===== config.mk =====
export PLATFORM = sky130hd
export DESIGN_NAME = stp_ctrl
export DESIGN_NICKNAME = d
export VERILOG_FILES = /design/src/design/stp_pkg.sv /design/src/design/stp_ctrl.sv
export SDC_FILE = /design/constraint.sdc
export NUM_CORES = 1
export LEC_CHECK = 0
export BUFFER_PORTS_ARGS = -buffer_cell sky130_fd_sc_hd__buf_2
export CAP_MARGIN = 10
export CORE_MARGIN = 2
export CORE_UTILIZATION = 46
export CTS_BUF_LIST = sky130_fd_sc_hd__clkbuf_16
export CTS_CLUSTER_DIAMETER = 60
export CTS_CLUSTER_SIZE = 12
export DETAILED_ROUTE_END_ITERATION = 8
export GPL_TIMING_DRIVEN = 0
export PLACE_DENSITY = 0.79
export SLEW_MARGIN = 10
export SYNTH_ARGS = -nofsm -noshare
export SYNTH_HDL_FRONTEND = slang
export SYNTH_SLANG_ARGS = --single-unit

===== constraint.sdc =====
create_clock -name clk -period 2.3 [get_ports clk]
set_clock_uncertainty 0.2 [all_clocks]
set_input_delay 0.115 -clock clk [delete_from_list [all_inputs] [get_ports clk]]
set_output_delay 0.115 -clock clk [all_outputs]
set_load 0.1 [all_outputs]

===== src/design/stp_pkg.sv =====
// Shared types and constants for the score table top-K roulette pick block.
// Holds item structs, function and status codes, and controller/datapath links.
// No dependencies.
package stp_pkg;

  // Default sizes
  localparam int unsigned TABLE_DEPTH_DEF = 256;
  localparam int unsigned AVOID_DEPTH_DEF = 16;
  localparam int unsigned TOP_COUNT_DEF   = 10;

  // Function codes
  localparam logic [1:0] FN_ADD   = 2'd0;
  localparam logic [1:0] FN_AVOID = 2'd1;
  localparam logic [1:0] FN_PICK  = 2'd2;

  // Status codes
  localparam logic [2:0] ST_OK         = 3'd0;
  localparam logic [2:0] ST_EMPTY      = 3'd1;
  localparam logic [2:0] ST_FAILED     = 3'd2;
  localparam logic [2:0] ST_TABLE_FULL = 3'd3;
  localparam logic [2:0] ST_AVOID_FULL = 3'd4;

  typedef struct packed {
    logic [1:0]         func;
    logic [63:0]        key;
    logic signed [31:0] delta;
    logic [15:0]        random;
  } in_t;

  typedef struct packed {
    logic [63:0] picked_key;
    logic [2:0]  status;
  } out_t;

  // Controller to datapath commands
  typedef struct packed {
    logic       latch;      // capture item, clear scan state
    logic       rd_tab;     // read table entry at entry index
    logic       wr_upd;     // saturating update of the read entry
    logic       wr_new;     // append the item key and delta
    logic       wr_avoid;   // append the item key to avoid list
    logic       clr_avoid;  // empty the avoid list
    logic       inc_i;
    logic       clr_j;
    logic       inc_j;
    logic       rd_av;      // read avoid entry at avoid index
    logic       ins;        // insert read entry into candidate list
    logic       clr_k;
    logic       inc_k;
    logic       acc_total;
    logic       mul;
    logic       acc_run;
    logic       emit;       // drive a result next cycle
    logic       emit_key;   // result carries candidate key k
    logic [2:0] emit_st;
  } cmd_t;

  // Datapath to controller status
  typedef struct packed {
    logic tab_empty;
    logic tab_full;
    logic i_last;
    logic key_hit;
    logic avoid_empty;
    logic avoid_full;
    logic j_last;
    logic avoid_hit;
    logic cand_none;
    logic k_last;
    logic run_hit;
  } sts_t;

endpackage


===== src/design/stp_ctrl.sv =====
// Controller state machine for the score table top-K roulette pick block.
// Depends on stp_pkg; drives stp_dp through cmd_t and reads sts_t.
module stp_ctrl (
  input  logic          clk,
  input  logic          rst_n,
  input  logic          start,
  input  logic [1:0]    func,
  input  stp_pkg::sts_t sts,
  output stp_pkg::cmd_t cmd,
  output logic          busy
);
  import stp_pkg::*;

  localparam logic [3:0] S_IDLE    = 4'd0;
  localparam logic [3:0] S_ADD_RD  = 4'd1;
  localparam logic [3:0] S_ADD_CMP = 4'd2;
  localparam logic [3:0] S_ADD_NEW = 4'd3;
  localparam logic [3:0] S_AV_WR   = 4'd4;
  localparam logic [3:0] S_PK_RD   = 4'd5;
  localparam logic [3:0] S_PK_AVRD = 4'd6;
  localparam logic [3:0] S_PK_AVCM = 4'd7;
  localparam logic [3:0] S_PK_INS  = 4'd8;
  localparam logic [3:0] S_PK_SUM  = 4'd9;
  localparam logic [3:0] S_PK_MUL  = 4'd10;
  localparam logic [3:0] S_PK_RUN  = 4'd11;
  localparam logic [3:0] S_PK_CHK  = 4'd12;

  logic [3:0] state_r, state_nxt;

  assign busy = (state_r != S_IDLE);

  // Next state and commands
  always_comb begin
    cmd       = '0;
    state_nxt = state_r;
    case (state_r)
      S_IDLE: begin
        if (start) begin
          cmd.latch = 1'b1;
          case (func)
            FN_ADD:   state_nxt = sts.tab_empty ? S_ADD_NEW : S_ADD_RD;
            FN_AVOID: state_nxt = S_AV_WR;
            FN_PICK: begin
              if (sts.tab_empty) begin
                cmd.emit      = 1'b1;
                cmd.emit_st   = ST_EMPTY;
                cmd.clr_avoid = 1'b1;
              end else begin
                state_nxt = S_PK_RD;
              end
            end
            default: begin
              cmd.emit    = 1'b1;
              cmd.emit_st = ST_OK;
            end
          endcase
        end
      end
      S_ADD_RD: begin
        cmd.rd_tab = 1'b1;
        state_nxt  = S_ADD_CMP;
      end
      S_ADD_CMP: begin
        if (sts.key_hit) begin
          cmd.wr_upd  = 1'b1;
          cmd.emit    = 1'b1;
          cmd.emit_st = ST_OK;
          state_nxt   = S_IDLE;
        end else if (sts.i_last) begin
          state_nxt = S_ADD_NEW;
        end else begin
          cmd.inc_i = 1'b1;
          state_nxt = S_ADD_RD;
        end
      end
      S_ADD_NEW: begin
        cmd.emit  = 1'b1;
        state_nxt = S_IDLE;
        if (sts.tab_full) begin
          cmd.emit_st = ST_TABLE_FULL;
        end else begin
          cmd.wr_new  = 1'b1;
          cmd.emit_st = ST_OK;
        end
      end
      S_AV_WR: begin
        cmd.emit  = 1'b1;
        state_nxt = S_IDLE;
        if (sts.avoid_full) begin
          cmd.emit_st = ST_AVOID_FULL;
        end else begin
          cmd.wr_avoid = 1'b1;
          cmd.emit_st  = ST_OK;
        end
      end
      // scan table, checking each entry against the avoid list
      S_PK_RD: begin
        cmd.rd_tab = 1'b1;
        cmd.clr_j  = 1'b1;
        state_nxt  = sts.avoid_empty ? S_PK_INS : S_PK_AVRD;
      end
      S_PK_AVRD: begin
        cmd.rd_av = 1'b1;
        state_nxt = S_PK_AVCM;
      end
      S_PK_AVCM: begin
        if (sts.avoid_hit) begin
          if (sts.i_last) begin
            state_nxt = S_PK_CHK;
          end else begin
            cmd.inc_i = 1'b1;
            state_nxt = S_PK_RD;
          end
        end else if (sts.j_last) begin
          state_nxt = S_PK_INS;
        end else begin
          cmd.inc_j = 1'b1;
          state_nxt = S_PK_AVRD;
        end
      end
      S_PK_INS: begin
        cmd.ins = 1'b1;
        if (sts.i_last) begin
          state_nxt = S_PK_CHK;
        end else begin
          cmd.inc_i = 1'b1;
          state_nxt = S_PK_RD;
        end
      end
      S_PK_CHK: begin
        if (sts.cand_none) begin
          cmd.emit      = 1'b1;
          cmd.emit_st   = ST_FAILED;
          cmd.clr_avoid = 1'b1;
          state_nxt     = S_IDLE;
        end else begin
          cmd.clr_k = 1'b1;
          state_nxt = S_PK_SUM;
        end
      end
      // total of weights, one candidate a cycle
      S_PK_SUM: begin
        cmd.acc_total = 1'b1;
        if (sts.k_last) begin
          cmd.clr_k = 1'b1;
          state_nxt = S_PK_MUL;
        end else begin
          cmd.inc_k = 1'b1;
        end
      end
      S_PK_MUL: begin
        cmd.mul   = 1'b1;
        state_nxt = S_PK_RUN;
      end
      // running sum against threshold
      S_PK_RUN: begin
        cmd.acc_run = 1'b1;
        if (sts.run_hit) begin
          cmd.emit      = 1'b1;
          cmd.emit_key  = 1'b1;
          cmd.emit_st   = ST_OK;
          cmd.clr_avoid = 1'b1;
          state_nxt     = S_IDLE;
        end else if (sts.k_last) begin
          cmd.emit      = 1'b1;
          cmd.emit_st   = ST_FAILED;
          cmd.clr_avoid = 1'b1;
          state_nxt     = S_IDLE;
        end else begin
          cmd.inc_k = 1'b1;
        end
      end
      default: state_nxt = S_IDLE;
    endcase
  end

  always_ff @(posedge clk) begin
    if (!rst_n) begin
      state_r <= S_IDLE;
    end else begin
      state_r <= state_nxt;
    end
  end

endmodule


**Yosys cells after proc, flatten, opt, wreduce, memory -nomap -nowiden**

Cells that the tools add are included.

- Flip-flop bits (word level): 4
- Output and inout bits: 22
- Logic and storage cells: 90

- Equality and inequality tests: 19
- Muxes and demuxes: 63
- Reduce and logical (&&, ||, !) cells: 7

Operators by type and width:

| operator | count |
|---|---|
| 4-bit 2-to-1 mux | 11 |
| 4-bit case mux with 11 select lines | 1 |
| 1-bit 2-to-1 mux | 36 |
| 4-bit == test (second input constant) | 5 |
| 4-bit by 3-bit == test with 1-bit output (second input constant) | 4 |
| 3-bit case mux with 5 select lines | 1 |
| 2-bit 2-to-1 mux | 6 |
| 4-bit case mux with 3 select lines | 1 |
| 4-bit by 2-bit == test with 1-bit output (second input constant) | 2 |
| 3-bit != test (second input constant) | 2 |
| 1-bit case mux with 2 select lines | 3 |
| 1-bit case mux with 3 select lines | 2 |
| 2-bit OR reduction | 3 |
| 1-bit case mux with 5 select lines | 1 |
| 5-bit AND reduction | 1 |
| 4-bit by 1-bit == test with 1-bit output (second input constant) | 1 |
| 4-bit logical NOT | 1 |
| 2-bit != test (second input constant) | 2 |
| 4-bit by 1-bit != test with 1-bit output (second input constant) | 1 |
| 4-bit nonzero test | 1 |
| 3-bit 2-to-1 mux | 1 |
| 2-bit by 1-bit == test with 1-bit output (second input constant) | 1 |
| 2-bit == test (second input constant) | 1 |
| 2-bit logical NOT | 1 |

**Depth between registers and ports, before layout**

Gate-level depths: netlist of the first run.

- Word-level depth: 5
- Gate-level depth with buffers: 6
- Depth with buffers taken out: 6

**Worst setup path after synthesis of the first run**

Ideal clock, no wire load.

- Path kind: reg2out
- Start: register state_r[0]
- End: output cmd[14] (netlist bit)
- Arrival time: 4.278 ns
- Data required time: 1.985 ns
- Setup slack: -2.293 ns
- Cell stages (with the launch flop): 6
- Path buffers: 1
- Cells stage by stage: dfxtp_1 -> buf_6 -> or2b_2 -> nor3_1 -> a31oi_1 -> nor2_1

RTL lines:

| element | RTL line | source |
|---|---|---|
| from (decl) | stp_ctrl.sv:28 | `logic [3:0] state_r, state_nxt;` |
| from (signal assigned) | stp_ctrl.sv:181 | `state_r <= state_nxt;` |
| to (decl) | stp_ctrl.sv:9 | `output stp_pkg::cmd_t cmd,` |

==> results of run 1 <==
## cells by family (layout without fill, tap and decap cells)
kind of cell	after synthesis	in the layout	share of synthesized area
flip-flops	4	4	0.0998
adder cells (fa/ha/maj)	4	4	0.0624
AND/OR/NAND/NOR	62	62	0.452
AO/OA/AOI/OAI	25	25	0.236
multiplexers	3	3	0.0530
buffers and inverters	16	57	0.0967
## per-stage QoR
stage | area (sq um) | TNS (ns) | setup slack, ns | total power [mW]
finish | 1270 | 0 | 0.0794 | 0.764
CTS | 1250 | 0 | 0.0250 | 0.760
detailed placement | 1150 | -0.960 | -0.271 | 0.485
global placement | 1150 | -0.679 | -0.221 | 0.481
floorplan | 948 | -1.22 | -0.513 | 0.405
global route | 1270 | 0 | 0.00344 | 0.798
## timing repair
item / in CTS / in global routing
pin swaps: 0 / 0
endpoints found under the hold margin: 4 / 0
resized for setup: 6 / 7
setup endpoints to repair: 8 / 3
hold buffers: 1 / 0
## worst max-delay path: cells and delay by family, from the launching register on
family	cells	cell delay (ns)
simple gates	2	0.30
flops	1	0.42
buf+inv	3	0.54
compound gates	1	0.41
## placed cells by master (no fill, tap or decap), types with 4 or more instances in the layout
cell and instances:
sky130_fd_sc_hd__nor2b_1 5, sky130_fd_sc_hd__nor2_1 10, sky130_fd_sc_hd__inv_1 5, sky130_fd_sc_hd__buf_4 6, sky130_fd_sc_hd__nor3_1 4, sky130_fd_sc_hd__ha_1 4, sky130_fd_sc_hd__nand2_1 5, sky130_fd_sc_hd__buf_2 36
sky130_fd_sc_hd__nor3_4 4, sky130_fd_sc_hd__nand3_1 4
## routing by layer
layer | vias to the layer above | wire, um | track usage
li1 | 505 | - | -
met1 | 497 | 1090 | 0.400
met2 | 66 | 1390 | 0.456
met3 | 0 | 245 | 0.0119
met5 | - | 0 | 0
met4 | 0 | 0 | 0.0629
## layout make-up
cell class / count / area [sq um] / share of cell area
multi-input cells: 94 / 795 / 0.626
repair buffers: 38 / 208 / 0.164
flip-flops and latches: 4 / 83.8 / 0.0660
clock buffers: 3 / 75.1 / 0.0591
plain buffers: 8 / 53.8 / 0.0424
inverters: 8 / 33.8 / 0.0266
well taps: 17 / 21.3 / 0.0167
## final timing paths
check                             to  depth (start not counted)  slack (ns)                     from
max                           cmd[4]                          6        0.08  state_r[1]$_SDFFE_PN0P_
min          state_r[0]$_SDFFE_PN0P_                          3        0.15                   sts[1]
max reg2reg  state_r[1]$_SDFFE_PN0P_                          4        0.41  state_r[2]$_SDFFE_PN0P_
min reg2reg  state_r[0]$_SDFFE_PN0P_                          3        0.52  state_r[0]$_SDFFE_PN0P_
## power by group
part	switching, mW	total (mW)	internal, mW
registers	0.0140	0.0916	0.0777
logic	0.295	0.406	0.112
clock network	0.0441	0.266	0.222
total	0.353	0.764	0.411
==> results.md, run 1 <==
Status:
- The run finished with clean final reports.

Setup path:
- The highest cell delay on the worst timing path is between 0.4 and 0.5 ns.
- The data arrival time at the worst-slack endpoint is roughly 1.9 ns.
- The critical path capture point type is a primary output.
- The slowest cell on the critical path is sky130_fd_sc_hd__dfxtp_2.
- The critical path required time is approximately 2 ns.
- STA classifies the critical path startpoint as a flip-flop.
- The critical setup path kind is flip-flop to primary output.
- Along the worst path, the maximum fanout reaches 10.
- The critical path goes through clkbuf_4 > nor2_1 > nand3_1 > inv_2 > a221o_4 > buf_4.

Placement:
- The half-perimeter wire length after placement is ~2.1 mm.
- The weighted congestion reported at the end of routability-driven placement is about 0.9.
- Input and output buffers added on the ports amount to 37.
- The number of placed instances, taps included, is between 150 and 200.

Finish:
- The antenna cell count is 0.
- The number of nets in the layout is 177.
- The register containing the most flip-flops in the final layout is state_r.
- Once layout is complete, the utilization of the core stands at 0.752.
- Compared with the post-synthesis result, the final layout area differs by 58.3%.
- The largest registers in the layout are state_r (4).
- The final cell count without fillers is roughly 170.
- The layout has roughly 130 filler cells.
- The ratio of cells with drive above 1 in the final layout is 0.497.
- The flip-flop count of the largest register after layout is 4.

Yosys:
- The most used flip-flop cell after synthesis is sky130_fd_sc_hd__dfxtp_1.
- The number of enable flip-flop cells after synthesis is 0.
- The share of the yosys chip area belonging to registers is 0.0998.
- The number of nets produced by synthesis is 134.
- The mean area per synthesized cell is a little over 7 sq um.
- After synthesis, the cell types taking the most area are sky130_fd_sc_hd__dfxtp_1 (10%), sky130_fd_sc_hd__ha_1 (6.2%), sky130_fd_sc_hd__nor2_1 (6.1%), sky130_fd_sc_hd__nor3_1 (5.6%), sky130_fd_sc_hd__nor2b_1 (3.9%).
- The commonest cells after synthesis are sky130_fd_sc_hd__nor2_1 (13), sky130_fd_sc_hd__nor3_1 (9), sky130_fd_sc_hd__inv_1 (6).
- The area share of the leading cell type in the synthesized netlist is 0.0998.
- The leading area contributor after synthesis is sky130_fd_sc_hd__dfxtp_1.
- For this run, the number of Yosys warnings is 0.
- The number of distinct library cells after synthesis is 51.
- Of all flip-flops after synthesis, the portion carrying an async set or reset was 0.
- Summing every instance area after synthesis gives ~800 sq um.
- The synthesized design contains 4 register bits.
- Counting every instance in the synthesized netlist gives approximately 110.
- The most used standard cell by instance count after synthesis is sky130_fd_sc_hd__nor2_1.

Global route:
- The largest net degree at the start of global routing is 11.
- The total congestion overflow after global routing is 0.
- The number of global-route vias before repair is 936.
- The total routing resource utilization after global routing is 0.278.
- The number of antenna violations at the first check in global routing was 0.
- The first global-routing pass estimated about 4.3 mm of wire.

Power and ir drop:
- The static leakage is roughly 0.57 nW.
- For this design the ratio of total power to cell area is roughly 600 nW/um^2.
- The worst ir drop on vdd is around 0.00045 V.

STA:
- At the pin with the least slew margin, the transition time is 0.494 ns.
- The hold violation total from the final report is 0.
- The total of endpoints with negative setup slack in the final report is 0.
- The final count of pins violating max slew is 0.
- In this run the tightest slew margin relative to its limit is 0.673.
- Setup repair after global routing left no endpoint under its margin.
- The tightest hold margin is ~0.15 ns.
- Derived from the worst setup path, the maximum achievable clock frequency is approximately 450 MHz.
- After layout, the minimum clock period comes to approximately 2.2 ns.
- Dividing the final minimum period by the clock period gives 0.965.

Clock tree:
- The later pin in the worst-skew pair is clocked with a latency of 0.22 ns.
- In this run the number of H-tree levels came out at 1.
- The tree built by TritonCTS fans out to 4 sinks.
- The CTS tree is built.
- After clock tree synthesis, the clock-pin slew on the worst setup and hold paths is about 0.030 ns.
- The post-CTS setup-driven buffer insertion count is 0.
- In this run the clock root is driven by a sky130_fd_sc_hd__clkbuf_16.
- The TritonCTS buffer count is 3.
- In this run the deepest clock path goes through 2 buffers.

Detailed routing:
- Wires add up to roughly 2.7 mm.
- After the first detailed-routing iteration, the DRC count stood at 50.
- In the final routed layout, each cell accounts on average for between 15 and 20 um.
- The number of antenna-violating nets in the routed design is 0.
- The first detailed-routing pass took 4 iterations.
- The number of remaining DRC errors is 0.
- The routed layout has about 1100 vias.
- In the routed layout, each cell is associated on average with a via count of between 6 and 7.

Floorplanning:
- For this design the top-level I/O count stands at 38.
- The height of the chip is 45.8 um.
- In this run the standard cell core region covers about 1700 sq um.
- The floorplan step defined a die boundary enclosing between 2000 and 2500 sq um.
- For this configuration, the core starts out at a cell density of 0.475.
- The horizontal die dimension is about 46 um.
- The total number of placement rows is 15.

Hold path:
- The worst hold path belongs to the class input pin to flip-flop.

Job:
- The max-capacitance violation count is 0.
Power figures use the tool's default switching activity.
==> run 2, diff against run 1 <==
- CELL_PAD_IN_SITES_DETAIL_PLACEMENT: unset -> 1
- CELL_PAD_IN_SITES_GLOBAL_PLACEMENT: unset -> 1
- CORE_ASPECT_RATIO: unset -> 1.4
- CORE_UTILIZATION: 46 -> 31
- PLACE_DENSITY: 0.79 -> unset
- PLACE_DENSITY_LB_ADDON: unset -> 0.1
- RECOVER_POWER: unset -> 50
==> results.md, run 2 (same netlist as run 1, synthesis figures left out) <==
STA:
- The normalized max-slew margin is 0.639 (-0.0343).
- Setup repair after global routing left no endpoint under its margin.
- The maximum achievable frequency is 445 MHz (-1.1%).
- The slew at the pin closest to its max-slew limit came to 0.544 ns (+0.0504 ns).
- The hold violation total from the final report is 0 (unchanged).
- The tightest hold margin is 0.151 ns (+0.00493 ns).
- The total of endpoints with negative setup slack in the final report came to 0 (unchanged).
- The final count of pins violating max slew is 0 (unchanged).
- The final clock period utilization by the worst path was 0.977 (+0.0111).
- The setup TNS is 0 ns (unchanged).
- The shortest clock period the worst path allows after layout was 2.25 ns (+0.0255 ns).

Global route:
- The largest net degree at the start of global routing came to 11 (unchanged).
- The number of global-route vias before repair is 1098 (+17%).
- The total congestion overflow after global routing is 0 (unchanged).
- The total routing resource utilization after global routing was 0.239 (-0.0391).
- The first-pass GRT wire length is 5.41 mm (+26%).
- The number of antenna violations at the first check in global routing came to 0 (unchanged).

Setup path:
- The highest cell delay on the worst timing path is 0.43 ns (about the same).
- The signal on the critical path passes through buf_4 > buf_2 > o22ai_1 > a221o_4 > buf_4.
- The most used cell along the critical path is sky130_fd_sc_hd__buf_4.
- In this run the critical register-to-register path is captured at state_r[1]$_SDFFE_PN0P_.
- On the critical path the largest part of the delay comes from buffers and inverters.
- The data arrival time at the worst-slack endpoint came to 1.93 ns (+0.02 ns).
- The depth of the worst register-to-register path is 5 (+1).
- The maximum net fanout on the critical path is 10 (unchanged).
- The critical setup path kind is flip-flop to primary output.
- The critical path required time was 1.99 ns (about the same).
- In this run the critical register-to-register path is launched from state_r[3]$_SDFFE_PN0P_.
- The worst setup path is captured at a primary output.
- The worst-case register-to-register setup slack is 0.42 ns (about the same).
- The slowest cell on the critical path is sky130_fd_sc_hd__dfxtp_2.
- The count of buffer and inverter cells on the critical path is 3 (unchanged).
- The startpoint class of the critical path is a flip-flop.

Detailed routing:
- The routed length per instance was 17.3 um (+9.4%).
- The number of antenna-violating nets in the routed design was 0 (unchanged).
- The sum of routed wire length over all layers is 3.27 mm (+20%).
- The via count came to 1069 (+0.094%).
- The number of remaining DRC errors is 0 (unchanged).
- The number of design-rule violations left by the first detailed-router iteration is 29 (-42%).
- The total iterations of the first detailed-routing run was 4 (unchanged).
- The via density per instance is 5.66 (-8.9%).

Clock tree:
- The CTS tree is built.
- The sink count of the clock tree is 4 (unchanged).
- The maximum buffer depth of the clock tree is 2 (unchanged).
- The TritonCTS buffer count came to 3 (unchanged).
- The post-CTS setup-driven buffer insertion count is 0 (unchanged).
- The total number of H-tree levels was 1 (unchanged).
- The latest clock arrival within the worst-skew pair came to 0.22 ns (about the same).
- The clock edge transition at the registers on the reported setup and hold paths is 0.03 ns (about the same).
- The tree is rooted in a sky130_fd_sc_hd__clkbuf_16.

Floorplanning:
- The area of the core region is 2420 sq um (+43%).
- The area enclosed by the die boundary came to 3020 sq um (+44%).
- The height of the chip came to 64.2 um (+40%).
- The initial standard-cell utilization of the core came to 0.332 (-0.143).
- The number of top-level design ports is 38 (unchanged).
- The total number of placement rows is 21 (+6).
- The horizontal die dimension came to 47.0 um (+2.7%).

Finish:
- The ratio of cells with drive above 1 in the final layout is 0.510 (+0.0129).
- Leaving out fill and tap cells, the most frequent cells in the layout are sky130_fd_sc_hd__buf_2 (26), sky130_fd_sc_hd__nor2_1 (10), sky130_fd_sc_hd__clkbuf_2 (9).
- The library cell used most frequently in the layout, excluding fill and tap cells, is sky130_fd_sc_hd__buf_2.
- Relative to the synthesized area, the layout overhead comes to 62.2%.
- The largest registers in the layout are state_r (4).
- The number of nets in the layout is 177 (unchanged).
- The number of inserted filler cells in the final layout is 313 (+140%).
- The flip-flop count of the largest register after layout was 4 (unchanged).
- The register containing the most flip-flops in the final layout is state_r.
- The antenna cell count was 0 (unchanged).
- The final cell count without fillers is 189 (+9.9%).

Status:
- The flow ran to the end, and the final reports show no timing, DRC or antenna violations.

Placement:
- The cell count after placement was 185 (+10%).
- The weighted congestion reported at the end of routability-driven placement is 0.860 (-4.0%).
- The count of buffers inserted at the top-level ports came to 37 (unchanged).
- The half-perimeter wire length after placement is 2.56 mm (+21%).

Hold path:
- The beginning of the worst hold path is sts[1].
- In this run the worst hold path is classified as input pin to flip-flop.
- The worst hold path cell count is 3 (unchanged).
- The worst hold path terminates at state_r[0]$_SDFFE_PN0P_.

Power and ir drop:
- The power density normalized to cell area is 595 nW/um^2 (-1.1%).
- The worst ir drop on vdd is 0.000364 V (-20%).
- The static leakage is 0.569 nW (-0.93%).

Job:
- The max-capacitance violation count was 0 (unchanged).
run 2: cell count changes in the layout (fill, tap and decap cells not counted), sizes merged:
cell,change
buf,-10
clkbuf,+10
run 2: final cells by class:
class,instances,area (sq um),area share
inverter,8,33.8,0.0260
clock buffer,3,75.1,0.0577
sequential,4,83.8,0.0644
timing repair buffer,38,213,0.163
tap,34,42.5,0.0327
buffer,8,51.3,0.0394
multi-input combinational,94,802,0.616
run 2: through the flow:
step	util	setup slack, ns	cell area [sq um]	total power, mW
global placement	0.487	-0.316	1180	0.489
finish	0.538	0.0538	1300	0.774
CTS	0.530	0.0136	1280	0.773
floorplan	-	-0.513	948	0.405
global route	0.538	0.0152	1300	0.807
detailed placement	0.487	-0.298	1180	0.494
run 2: timing repair:
item	CTS	global route
endpoints found under the hold margin	4	0
setup endpoints to repair	8	4
hold buffers	1	0
resized for setup	9	6
run 2: worst reg2reg max path, delay by kind of cell, from the launching register on:
family          cells  cell delay, ns
compound gates      1            0.24
buf+inv             1            0.19
flops               1            0.32
simple gates        3            0.81
run 2: where the power goes:
part / internal (mW) / switching, mW / total (mW)
clock: 0.222 / 0.0454 / 0.267
combinational: 0.112 / 0.302 / 0.414
sequential: 0.0777 / 0.0147 / 0.0924
run 2: worst max-delay path by stage:
stage / startpoint / slack [ns] / to / depth (start not counted)
floorplan: state_r[3]$_SDFFE_PN0P_ / -0.51 / cmd[14] / 5
global placement: state_r[1]$_SDFFE_PN0P_ / -0.32 / cmd[1] / 5
detailed placement: state_r[1]$_SDFFE_PN0P_ / -0.30 / cmd[1] / 5
CTS: state_r[2]$_SDFFE_PN0P_ / 0.01 / cmd[14] / 7
global route: state_r[0]$_SDFFE_PN0P_ / 0.02 / cmd[4] / 6
finish: state_r[1]$_SDFFE_PN0P_ / 0.05 / cmd[4] / 5
run 2: layer usage:
layer  global-route usage  routed length, um
met1                0.298               1390
met2                0.426               1770
met3               0.0141                 68
met4               0.0521                 34
met5                    0                  0
